==> config.mk <==
export PLATFORM = sky130hd
export DESIGN_NAME = postfix_stack_evaluator_unit_flat
export DESIGN_NICKNAME = d
export VERILOG_FILES = /design/src/rtl/core/pse_pkg.sv /design/src/rtl/core/pse_tok_if.sv /design/src/rtl/core/pse_res_if.sv /design/src/rtl/core/pse_ram.sv /design/src/rtl/core/pse_div.sv /design/src/rtl/core/pse_alu.sv /design/src/rtl/core/postfix_stack_evaluator_unit.sv /design/src/flat_wrapper.sv
export SDC_FILE = /design/constraint.sdc
export NUM_CORES = 2
export LEC_CHECK = 0
export ABC_CLOCK_PERIOD_IN_PS = 12000
export BUFFER_PORTS_ARGS = -buffer_cell sky130_fd_sc_hd__buf_2
export CORE_MARGIN = 5
export CORE_UTILIZATION = 62
export DETAILED_ROUTE_END_ITERATION = 7
export PLACE_DENSITY = 0.78
export SYNTH_ARGS = -nofsm -noshare
export SYNTH_HDL_FRONTEND = slang
export SYNTH_HIERARCHICAL = 1
export SYNTH_SLANG_ARGS = --single-unit
==> constraint.sdc <==
create_clock -name clk_i -period 12 [get_ports clk_i]
set_clock_uncertainty 0.15 [all_clocks]
set_input_delay 1.8 -clock clk_i [delete_from_list [all_inputs] [get_ports clk_i]]
set_output_delay 1.8 -clock clk_i [all_outputs]
set_load 0.01 [all_outputs]
==> src/rtl/core/pse_pkg.sv <==
`timescale 1ns / 1ps
// ----------------------------------------------------------------------------
// pse_pkg
// Shared sizes, codes and control structs of the postfix stack evaluator.
// ----------------------------------------------------------------------------
package pse_pkg;

  localparam int unsigned DATA_W         = 32;
  localparam int unsigned STACK_DEPTH    = 16;
  localparam int unsigned VARIABLE_COUNT = 26;

  localparam int unsigned STK_AW = $clog2(STACK_DEPTH);
  localparam int unsigned CNT_W  = $clog2(STACK_DEPTH + 1);
  localparam int unsigned VAR_AW = (VARIABLE_COUNT > 1) ? $clog2(VARIABLE_COUNT) : 1;

  typedef enum logic [2:0] {
    REQ_LOAD_VAR = 3'd0,
    REQ_PUSH_VAR = 3'd1,
    REQ_PUSH_LIT = 3'd2,
    REQ_OPERATOR = 3'd3,
    REQ_END      = 3'd4
  } req_type_e;

  typedef enum logic [3:0] {
    OP_ADD = 4'd0,
    OP_SUB = 4'd1,
    OP_MUL = 4'd2,
    OP_DIV = 4'd3,
    OP_AND = 4'd4,
    OP_OR  = 4'd5,
    OP_NE  = 4'd6,
    OP_GT  = 4'd7,
    OP_LT  = 4'd8,
    OP_LE  = 4'd9,
    OP_GE  = 4'd10
  } op_code_e;

  typedef enum logic [1:0] {
    STAT_ANSWER  = 2'd0,
    STAT_UNDER   = 2'd1,
    STAT_OVER    = 2'd2,
    STAT_DIVZERO = 2'd3
  } status_e;

  typedef enum logic [2:0] {
    ST_IDLE,
    ST_VAR_RD,
    ST_STK_RD,
    ST_DIV,
    ST_RESULT
  } state_e;

  typedef struct packed {
    logic              start;
    logic [DATA_W-1:0] dividend;
    logic [DATA_W-1:0] divisor;
  } div_req_t;

  typedef struct packed {
    logic              busy;
    logic              done;
    logic [DATA_W-1:0] quotient;
  } div_rsp_t;

endpackage

==> src/rtl/core/pse_tok_if.sv <==
`timescale 1ns / 1ps
// ----------------------------------------------------------------------------
// pse_tok_if
// Token request channel: valid/ready handshake with one postfix token.
// ----------------------------------------------------------------------------
interface pse_tok_if;
  logic                             valid;
  logic                             ready;
  logic [2:0]                       req_type;
  logic [4:0]                       var_index;
  logic signed [pse_pkg::DATA_W-1:0] operand_value;
  logic [3:0]                       op_code;

  modport source (output valid, output req_type, output var_index,
                  output operand_value, output op_code, input ready);
  modport sink   (input valid, input req_type, input var_index,
                  input operand_value, input op_code, output ready);
endinterface

==> src/rtl/core/pse_res_if.sv <==
`timescale 1ns / 1ps
// ----------------------------------------------------------------------------
// pse_res_if
// Result channel: valid/ready handshake carrying answer and status.
// ----------------------------------------------------------------------------
interface pse_res_if;
  logic                             valid;
  logic                             ready;
  logic signed [pse_pkg::DATA_W-1:0] answer;
  logic [1:0]                       status;

  modport source (output valid, output answer, output status, input ready);
  modport sink   (input valid, input answer, input status, output ready);
endinterface

==> src/rtl/core/pse_ram.sv <==
`timescale 1ns / 1ps
// ----------------------------------------------------------------------------
// pse_ram
// Generic single-write, single-read synchronous RAM with registered read.
// ----------------------------------------------------------------------------
module pse_ram #(
  parameter int unsigned WIDTH = 32,
  parameter int unsigned DEPTH = 16,
  parameter int unsigned AW    = (DEPTH > 1) ? $clog2(DEPTH) : 1
) (
  input  logic             clk_i,
  input  logic             we_i,
  input  logic [AW-1:0]    waddr_i,
  input  logic [WIDTH-1:0] wdata_i,
  input  logic             re_i,
  input  logic [AW-1:0]    raddr_i,
  output logic [WIDTH-1:0] rdata_o
);

  logic [WIDTH-1:0] mem_q [DEPTH];
  logic [WIDTH-1:0] rdata_q;

  always_ff @(posedge clk_i) begin
    if (we_i) begin
      mem_q[waddr_i] <= wdata_i;
    end
    if (re_i) begin
      rdata_q <= mem_q[raddr_i];
    end
  end

  assign rdata_o = rdata_q;

endmodule

==> src/rtl/core/pse_div.sv <==
`timescale 1ns / 1ps
// ----------------------------------------------------------------------------
// pse_div
// Radix-2 restoring divider, signed 32-bit, truncating toward zero.
// ----------------------------------------------------------------------------
module pse_div (
  input  logic              clk_i,
  input  logic              rst_ni,
  input  pse_pkg::div_req_t req_i,
  output pse_pkg::div_rsp_t rsp_o
);

  localparam int unsigned W   = pse_pkg::DATA_W;
  localparam int unsigned CW  = $clog2(W);

  logic          busy_q, busy_d;
  logic          done_q, done_d;
  logic [CW-1:0] cnt_q, cnt_d;
  logic [W-1:0]  rem_q, rem_d;
  logic [W-1:0]  quo_q, quo_d;
  logic [W-1:0]  mag_q, mag_d;
  logic          neg_q, neg_d;

  logic [W:0]    shifted;
  logic [W:0]    diff;
  logic          fits;

  assign shifted = {rem_q, quo_q[W-1]};
  assign diff    = shifted - {1'b0, mag_q};
  assign fits    = (shifted >= {1'b0, mag_q});

  always_comb begin
    busy_d = busy_q;
    done_d = 1'b0;
    cnt_d  = cnt_q;
    rem_d  = rem_q;
    quo_d  = quo_q;
    mag_d  = mag_q;
    neg_d  = neg_q;
    if (req_i.start && !busy_q) begin
      busy_d = 1'b1;
      cnt_d  = '0;
      rem_d  = '0;
      quo_d  = req_i.dividend[W-1] ? (W'(0) - req_i.dividend) : req_i.dividend;
      mag_d  = req_i.divisor[W-1] ? (W'(0) - req_i.divisor) : req_i.divisor;
      neg_d  = req_i.dividend[W-1] ^ req_i.divisor[W-1];
    end else if (busy_q) begin
      rem_d = fits ? diff[W-1:0] : shifted[W-1:0];
      quo_d = {quo_q[W-2:0], fits};
      cnt_d = cnt_q + CW'(1);
      if (cnt_q == CW'(W - 1)) begin
        busy_d = 1'b0;
        done_d = 1'b1;
      end
    end
  end

  always_ff @(posedge clk_i or negedge rst_ni) begin
    if (!rst_ni) begin
      busy_q <= 1'b0;
      done_q <= 1'b0;
      cnt_q  <= '0;
    end else begin
      busy_q <= busy_d;
      done_q <= done_d;
      cnt_q  <= cnt_d;
    end
  end

  always_ff @(posedge clk_i) begin
    rem_q <= rem_d;
    quo_q <= quo_d;
    mag_q <= mag_d;
    neg_q <= neg_d;
  end

  assign rsp_o.busy     = busy_q;
  assign rsp_o.done     = done_q;
  assign rsp_o.quotient = neg_q ? (W'(0) - quo_q) : quo_q;

endmodule

==> src/rtl/core/pse_alu.sv <==
`timescale 1ns / 1ps
// ----------------------------------------------------------------------------
// pse_alu
// Combinational binary operators: add, sub, mul, logic and compares.
// ----------------------------------------------------------------------------
module pse_alu (
  input  logic [3:0]                 op_i,
  input  logic [pse_pkg::DATA_W-1:0] lhs_i,
  input  logic [pse_pkg::DATA_W-1:0] rhs_i,
  output logic [pse_pkg::DATA_W-1:0] res_o
);

  localparam int unsigned W = pse_pkg::DATA_W;

  logic [W-1:0] prod;
  logic         lt_lr;
  logic         lt_rl;

  // low half of the product only, wraps like the rest
  assign prod  = lhs_i * rhs_i;
  assign lt_lr = ($signed(lhs_i) < $signed(rhs_i));
  assign lt_rl = ($signed(rhs_i) < $signed(lhs_i));

  always_comb begin
    case (op_i)
      pse_pkg::OP_ADD: res_o = lhs_i + rhs_i;
      pse_pkg::OP_SUB: res_o = lhs_i - rhs_i;
      pse_pkg::OP_MUL: res_o = prod;
      pse_pkg::OP_AND: res_o = W'((lhs_i != '0) && (rhs_i != '0));
      pse_pkg::OP_OR:  res_o = W'((lhs_i != '0) || (rhs_i != '0));
      pse_pkg::OP_NE:  res_o = W'(lhs_i != rhs_i);
      pse_pkg::OP_GT:  res_o = W'(lt_rl);
      pse_pkg::OP_LT:  res_o = W'(lt_lr);
      pse_pkg::OP_LE:  res_o = W'(!lt_rl);
      pse_pkg::OP_GE:  res_o = W'(!lt_lr);
      default:         res_o = '0;
    endcase
  end

endmodule

==> src/rtl/core/postfix_stack_evaluator_unit.sv <==
`timescale 1ns / 1ps
// ----------------------------------------------------------------------------
// postfix_stack_evaluator_unit
// Postfix token evaluator built around a stack RAM and a variable RAM.
// ----------------------------------------------------------------------------
// Tokens arrive on tok_i, one request per handshake, and results leave on
// res_o. The stack lives in a RAM with the top entry held in a register, so
// an operator needs one RAM read for its left operand. Variables live in a
// second RAM whose entries read as zero until first loaded.
// Load, literal push and end tokens are handled in the idle state; a variable
// push adds a variable RAM read, an operator adds a stack RAM read, and a
// divide also waits for the serial divider, which makes it the slowest token.
// A token that gives a result then passes the hand-off state, which loads
// it into the output register. Tokens are taken one at a time, while the
// previous result may still sit in the output register. If the receiver
// stalls and a new result is ready, the unit holds that result and takes no
// token until the output register is free. Reset empties the stack, clears
// the variables and the output valid flag; no clearing pass is needed.
// ----------------------------------------------------------------------------
module postfix_stack_evaluator_unit (
  input  logic  clk_i,
  input  logic  rst_ni,
  pse_tok_if.sink   tok_i,
  pse_res_if.source res_o
);

  localparam int unsigned W      = pse_pkg::DATA_W;
  localparam int unsigned CNT_W  = pse_pkg::CNT_W;
  localparam int unsigned STK_AW = pse_pkg::STK_AW;
  localparam int unsigned VAR_AW = pse_pkg::VAR_AW;
  localparam int unsigned VARS   = pse_pkg::VARIABLE_COUNT;

  pse_pkg::state_e state_q, state_d;

  logic [CNT_W-1:0] count_q, count_d;
  logic [W-1:0]     top_q, top_d;
  logic [VARS-1:0]  var_vld_q, var_vld_d;
  logic [4:0]       idx_q, idx_d;
  logic [3:0]       op_q, op_d;
  logic [W-1:0]     res_ans_q, res_ans_d;
  logic [1:0]       res_st_q, res_st_d;
  logic             out_vld_q;
  logic [W-1:0]     out_ans_q;
  logic [1:0]       out_st_q;
  logic             out_load;

  logic              stk_we, stk_re;
  logic [STK_AW-1:0] stk_waddr, stk_raddr;
  logic [W-1:0]      stk_wdata, stk_rdata;
  logic              var_we, var_re;
  logic [VAR_AW-1:0] var_addr;
  logic [W-1:0]      var_rdata;

  pse_pkg::div_req_t div_req;
  pse_pkg::div_rsp_t div_rsp;
  logic [W-1:0]      alu_res;

  logic [CNT_W-1:0] cnt_m1, cnt_m2;
  logic             full, has_two, idx_ok, tok_acc;
  logic             push_en;
  logic [W-1:0]     push_val;

  assign cnt_m1  = count_q - CNT_W'(1);
  assign cnt_m2  = count_q - CNT_W'(2);
  assign full    = (count_q == CNT_W'(pse_pkg::STACK_DEPTH));
  assign has_two = (count_q >= CNT_W'(2));
  assign idx_ok  = (tok_i.var_index < 5'(VARS));
  assign tok_acc = tok_i.valid && tok_i.ready;

  assign tok_i.ready = (state_q == pse_pkg::ST_IDLE);

  pse_ram #(.WIDTH(W), .DEPTH(pse_pkg::STACK_DEPTH)) u_stk_ram (
    .clk_i   (clk_i),
    .we_i    (stk_we),
    .waddr_i (stk_waddr),
    .wdata_i (stk_wdata),
    .re_i    (stk_re),
    .raddr_i (stk_raddr),
    .rdata_o (stk_rdata)
  );

  pse_ram #(.WIDTH(W), .DEPTH(VARS)) u_var_ram (
    .clk_i   (clk_i),
    .we_i    (var_we),
    .waddr_i (var_addr),
    .wdata_i (tok_i.operand_value),
    .re_i    (var_re),
    .raddr_i (var_addr),
    .rdata_o (var_rdata)
  );

  pse_alu u_alu (
    .op_i  (op_q),
    .lhs_i (stk_rdata),
    .rhs_i (top_q),
    .res_o (alu_res)
  );

  pse_div u_div (
    .clk_i  (clk_i),
    .rst_ni (rst_ni),
    .req_i  (div_req),
    .rsp_o  (div_rsp)
  );

  always_comb begin
    state_d   = state_q;
    count_d   = count_q;
    top_d     = top_q;
    var_vld_d = var_vld_q;
    idx_d     = idx_q;
    op_d      = op_q;
    res_ans_d = res_ans_q;
    res_st_d  = res_st_q;
    out_load  = 1'b0;
    stk_re    = 1'b0;
    stk_raddr = cnt_m2[STK_AW-1:0];
    var_we    = 1'b0;
    var_re    = 1'b0;
    var_addr  = tok_i.var_index[VAR_AW-1:0];
    push_en   = 1'b0;
    push_val  = tok_i.operand_value;
    div_req.start    = 1'b0;
    div_req.dividend = stk_rdata;
    div_req.divisor  = top_q;

    case (state_q)
      pse_pkg::ST_IDLE: begin
        if (tok_acc) begin
          idx_d = tok_i.var_index;
          op_d  = tok_i.op_code;
          case (tok_i.req_type)
            pse_pkg::REQ_LOAD_VAR: begin
              if (idx_ok) begin
                var_we = 1'b1;
                var_vld_d[tok_i.var_index[VAR_AW-1:0]] = 1'b1;
              end
            end
            pse_pkg::REQ_PUSH_VAR: begin
              if (full) begin
                res_ans_d = '0;
                res_st_d  = pse_pkg::STAT_OVER;
                state_d   = pse_pkg::ST_RESULT;
              end else if (idx_ok) begin
                var_re  = 1'b1;
                state_d = pse_pkg::ST_VAR_RD;
              end else begin
                push_en  = 1'b1;
                push_val = '0;
              end
            end
            pse_pkg::REQ_PUSH_LIT: begin
              if (full) begin
                res_ans_d = '0;
                res_st_d  = pse_pkg::STAT_OVER;
                state_d   = pse_pkg::ST_RESULT;
              end else begin
                push_en = 1'b1;
              end
            end
            pse_pkg::REQ_OPERATOR: begin
              if (!has_two) begin
                res_ans_d = '0;
                res_st_d  = pse_pkg::STAT_UNDER;
                state_d   = pse_pkg::ST_RESULT;
              end else begin
                stk_re  = 1'b1;
                state_d = pse_pkg::ST_STK_RD;
              end
            end
            pse_pkg::REQ_END: begin
              state_d = pse_pkg::ST_RESULT;
              if (count_q == '0) begin
                res_ans_d = '0;
                res_st_d  = pse_pkg::STAT_UNDER;
              end else begin
                res_ans_d = top_q;
                res_st_d  = pse_pkg::STAT_ANSWER;
                count_d   = '0;
              end
            end
            default: ;
          endcase
        end
      end
      pse_pkg::ST_VAR_RD: begin
        // an entry never loaded reads as zero
        push_en  = 1'b1;
        push_val = var_vld_q[idx_q[VAR_AW-1:0]] ? var_rdata : '0;
        state_d  = pse_pkg::ST_IDLE;
      end
      pse_pkg::ST_STK_RD: begin
        if (op_q == pse_pkg::OP_DIV) begin
          if (top_q == '0) begin
            top_d     = '0;
            count_d   = cnt_m1;
            res_ans_d = '0;
            res_st_d  = pse_pkg::STAT_DIVZERO;
            state_d   = pse_pkg::ST_RESULT;
          end else begin
            div_req.start = 1'b1;
            state_d       = pse_pkg::ST_DIV;
          end
        end else begin
          top_d   = alu_res;
          count_d = cnt_m1;
          state_d = pse_pkg::ST_IDLE;
        end
      end
      pse_pkg::ST_DIV: begin
        if (div_rsp.done) begin
          top_d   = div_rsp.quotient;
          count_d = cnt_m1;
          state_d = pse_pkg::ST_IDLE;
        end
      end
      pse_pkg::ST_RESULT: begin
        if (!out_vld_q || res_o.ready) begin
          out_load = 1'b1;
          state_d  = pse_pkg::ST_IDLE;
        end
      end
      default: state_d = pse_pkg::ST_IDLE;
    endcase

    // old top spills to the RAM, new value becomes the top
    stk_we    = push_en && (count_q != '0);
    stk_waddr = cnt_m1[STK_AW-1:0];
    stk_wdata = top_q;
    if (push_en) begin
      top_d   = push_val;
      count_d = count_q + CNT_W'(1);
    end
  end

  always_ff @(posedge clk_i or negedge rst_ni) begin
    if (!rst_ni) begin
      state_q <= pse_pkg::ST_IDLE;
    end else begin
      state_q <= state_d;
    end
  end

  always_ff @(posedge clk_i or negedge rst_ni) begin
    if (!rst_ni) begin
      count_q   <= '0;
      var_vld_q <= '0;
      out_vld_q <= 1'b0;
    end else begin
      count_q   <= count_d;
      var_vld_q <= var_vld_d;
      if (out_load) begin
        out_vld_q <= 1'b1;
      end else if (res_o.ready) begin
        out_vld_q <= 1'b0;
      end
    end
  end

  always_ff @(posedge clk_i) begin
    top_q     <= top_d;
    idx_q     <= idx_d;
    op_q      <= op_d;
    res_ans_q <= res_ans_d;
    res_st_q  <= res_st_d;
    if (out_load) begin
      out_ans_q <= res_ans_q;
      out_st_q  <= res_st_q;
    end
  end

  assign res_o.valid  = out_vld_q;
  assign res_o.answer = out_ans_q;
  assign res_o.status = out_st_q;

  // divider only reports while the unit waits for it
  assert property (@(posedge clk_i) disable iff (!rst_ni)
    div_rsp.done |-> (state_q == pse_pkg::ST_DIV))
    else $error("divider done outside divide wait");

  // a new result only appears after the hand-off state
  assert property (@(posedge clk_i) disable iff (!rst_ni)
    $rose(res_o.valid) |-> ($past(state_q) == pse_pkg::ST_RESULT))
    else $error("result appeared without hand-off");

  // an end token on a non-empty stack leaves it empty
  assert property (@(posedge clk_i) disable iff (!rst_ni)
    (tok_acc && (tok_i.req_type == pse_pkg::REQ_END) && (count_q != '0))
      |=> (count_q == '0))
    else $error("stack not emptied by end token");

  // a literal pushed onto a full stack is dropped
  assert property (@(posedge clk_i) disable iff (!rst_ni)
    (tok_acc && (tok_i.req_type == pse_pkg::REQ_PUSH_LIT) && full)
      |=> (count_q == $past(count_q)))
    else $error("overflowing push changed the stack");

endmodule
==> src/flat_wrapper.sv <==
// flat-port wrapper written by rule: the top's interface ports become plain ports
module postfix_stack_evaluator_unit_flat 
  (clk_i, rst_ni, tok_i_valid, tok_i_req_type, tok_i_var_index, tok_i_operand_value, tok_i_op_code, tok_i_ready, res_o_valid, res_o_answer, res_o_status, res_o_ready);
  pse_tok_if tok_i_i ();
  pse_res_if res_o_i ();
  input  logic clk_i;
  input  logic rst_ni;
  input wire logic [$bits(tok_i_i.valid)-1:0] tok_i_valid;
  input wire logic [$bits(tok_i_i.req_type)-1:0] tok_i_req_type;
  input wire logic [$bits(tok_i_i.var_index)-1:0] tok_i_var_index;
  input wire logic [$bits(tok_i_i.operand_value)-1:0] tok_i_operand_value;
  input wire logic [$bits(tok_i_i.op_code)-1:0] tok_i_op_code;
  output wire logic [$bits(tok_i_i.ready)-1:0] tok_i_ready;
  output wire logic [$bits(res_o_i.valid)-1:0] res_o_valid;
  output wire logic [$bits(res_o_i.answer)-1:0] res_o_answer;
  output wire logic [$bits(res_o_i.status)-1:0] res_o_status;
  input wire logic [$bits(res_o_i.ready)-1:0] res_o_ready;
  assign tok_i_i.valid = tok_i_valid;
  assign tok_i_i.req_type = tok_i_req_type;
  assign tok_i_i.var_index = tok_i_var_index;
  assign tok_i_i.operand_value = tok_i_operand_value;
  assign tok_i_i.op_code = tok_i_op_code;
  assign tok_i_ready = tok_i_i.ready;
  assign res_o_valid = res_o_i.valid;
  assign res_o_answer = res_o_i.answer;
  assign res_o_status = res_o_i.status;
  assign res_o_i.ready = res_o_ready;
  postfix_stack_evaluator_unit u_core (.clk_i(clk_i), .rst_ni(rst_ni), .tok_i(tok_i_i), .res_o(res_o_i));
endmodule
==> flow_summary.toml <==
[die]
num_io_pins = 84
die_area_sq_um = 148000
die_x_microns = 385
rows = 137
core_sq_um = 140000
die_y_microns = 385
initial_utilization_pct = 62.4

[cells_and_area]
nets = 6957
drive_above_1_share_pct = 14.9
utilization_pct = 68.3
area_growth_pct = 9.41

[route]
drc = 0
vias = 55700
drtIter0Drc = 7702
firstDrtPassIters = 7
drtAntennaViolNets = 0
detail_route.vias_per_cell = 6.75
routed_wl_microns = 255000
routedWlPerCell_microns = 30.9

[worst_setup_path]
max_stage_delay_ns = 0.86
r2r_end = "u_core/stk_wdata[30]"
cp_slowest_cell = "edfxtp_1"
end_kind = "register"
reg2reg_slack_ns = 2.43
startpoint_type = "register"
required_ns = 12.35
cp_common_cell = "fa_1"
worstReg2RegStart = "u_core/u_stk_ram/rdata_o[4]"
cp_max_fo = 17
crit_arrival_ns = 9.92
crit_type = "reg -> reg"
worstRegToRegCells = 27

[pwr]
p_sw_share_pct = 37.9
pwr-share-seq_pct = 32.2
irDropWorstVdd_mv = 0.403
netSwitchingPower_mw = 7.79
p_int_mw = 12.8
clkPwrFrac_pct = 24.9
power.density_nw_per_um2 = 215
leakagePower_nw = 35.2
p_comb_share_pct = 42.9

[clock_tree]
clock_tree.buffer_depth = 3
clock_latency_ns = 0.81
clk_pin_slew_ns = 0.07
cts_root_buf = "clkbuf_16"
h-tree-depth = 4
post_cts_buffers = 0
tritoncts = "yes"
clock_sinks = 1656
hold_buffers = 0
cts_resized = 0
numCtsBuffers = 163

[global_route]
antenna_found_initial = 10
first_global_vias = 56400
track_usage_pct = 34.6
overflow = 0
grt_max_degree = 111
grt_pass1_wl_microns = 373000

[timing]
period_minus_slack_ns = 9.57
setup_viol = 0
setup_tns_ns = 0
period_share_pct = 79.8
fmax_ghz = 0.104
rsz0062_at_grt = "no"
maxSlewViolCount = 0
worstMarginPinSlew_ns = 1.29
hold_viol = 0
relSlewSlack_pct = 14.3

[yosys]
syn_nets = 6885
yosys_warnings = 6
post_synth_inst_count = 6164
syn_avg_cell_area_sq_um = 14.1
syn_area_sq_um = 87200

[min_path]
hp-class = "reg -> reg"
holdPathEnd = "u_core/res_o.answer[9]"
hold_depth = 0
min_from = "u_core/res_ans_q[9]"

[run]
max-cap-violations = 0

[place]
dp_hpwl_microns = 159000
portBuffers = 83
gp_congestion = 0.993

[outcome]
status = "completed"
cell type report:
cell class              count  area [sq um]
flip-flops and latches   1656         49200
fillers                  9174         44300
multi-input cells        3602         34700
clock buffers             214          4340
well taps                1876          2350
inverters                 585          2200
repair buffers            228          1570
clock inverters            85          1040
diodes                      9          22.5
routing by layer:
layer  up-vias  GRT usage, %  wire length, microns
li1      22700             -                     -
met2      4067          54.1                118000
met5         -         0.463                    77
met3       899          8.62                 31200
met1     28100          45.4                 89900
met4         6          18.1                 15900
power by group through the flow:
stage	combinational, mW	sequential (mW)	clock [mW]
after floorplan	5.62	6.72	0
after global placement	8.37	6.74	0
after detailed placement	8.43	6.74	0
after CTS	8.54	6.62	5.16
after global routing	9.35	6.63	5.43
final	8.82	6.63	5.11
per-stage QoR:
step	cell area, sq um	std cells	setup slack, ns	hold WS (ns)	total power, mW
after detailed placement	90000	7947	2.61	0.255	15.2
after CTS	95400	8246	2.52	0.260	20.3
after global routing	95400	8249	2.01	0.277	21.4
after floorplan	87200	6164	3.66	0.250	12.3
final	95400	8255	2.43	0.264	20.6
after global placement	90000	7946	2.79	0.252	15.1
registers in the layout (all words and copies together), names as in the netlist, 3 cells and up:
register	cells
u_core/u_var_ram/mem_q	832
u_core/u_stk_ram/mem_q	512
u_core/res_ans_q	32
u_core/res_o.answer	32
u_core/stk_wdata	32
u_core/u_div/mag_q	32
u_core/u_div/quo_q	32
u_core/u_div/rem_q	32
u_core/u_stk_ram/rdata_o	32
u_core/u_var_ram/rdata_o	32
u_core/var_vld_q	26
u_core/count_q	5
u_core/idx_q	5
u_core/u_div/cnt_q	5
u_core/op_q	4
u_core/state_q	3
worst max path at each step:
stage	end	startpoint	cells past startpoint	slack, ns
2_1_floorplan	u_core/stk_wdata[29]	u_core/u_stk_ram/rdata_o[4]	30	3.66
6_report	u_core/stk_wdata[30]	u_core/u_stk_ram/rdata_o[4]	27	2.43
4_1_cts	u_core/stk_wdata[31]	u_core/u_stk_ram/rdata_o[4]	29	2.52
3_5_place_dp	u_core/stk_wdata[29]	u_core/u_stk_ram/rdata_o[4]	29	2.61
5_1_grt	u_core/stk_wdata[31]	u_core/u_stk_ram/rdata_o[5]	33	2.01
3_3_place_gp	u_core/stk_wdata[28]	u_core/stk_wdata[5]	28	2.79
critical path: cells and delay by family, from the launching register on:
family,cells,cell delay (ns)
AOI/OAI and AO/OA,9,2.42
buffers and inverters,6,1.05
and+or+nand+nor,2,0.23
DFF,1,0.86
adders and majority gates,9,4.33
muxes,1,0.21
layout by cell type (no fill, tap or decap), drive strengths merged, types with 25 or more instances in the layout:
| master | instances |
|---|---|
| buf | 228 |
| edfxtp | 1582 |
| mux2 | 66 |
| mux2i | 141 |
| a22oi | 131 |
| dfxtp | 32 |
| fa | 411 |
| clkinv | 70 |
| nand2 | 477 |
| o21bai | 29 |
| o211ai | 50 |
| o22ai | 25 |
| o21ai | 206 |
| ha | 262 |
| xnor2 | 158 |
| inv | 578 |
| and2 | 44 |
| dfrtp | 42 |
| nand3 | 34 |
| a22o | 46 |
| or3 | 26 |
| nor3 | 39 |
| a21oi | 131 |
| a31oi | 25 |
| nor2 | 479 |
| mux4 | 261 |
| nor4 | 39 |
| o311ai | 36 |
| a21o | 44 |
| a221o | 33 |
| clkbuf | 214 |
| o31ai | 40 |
| xor2 | 78 |
| nand2b | 40 |
Power figures use the tool's default switching activity.
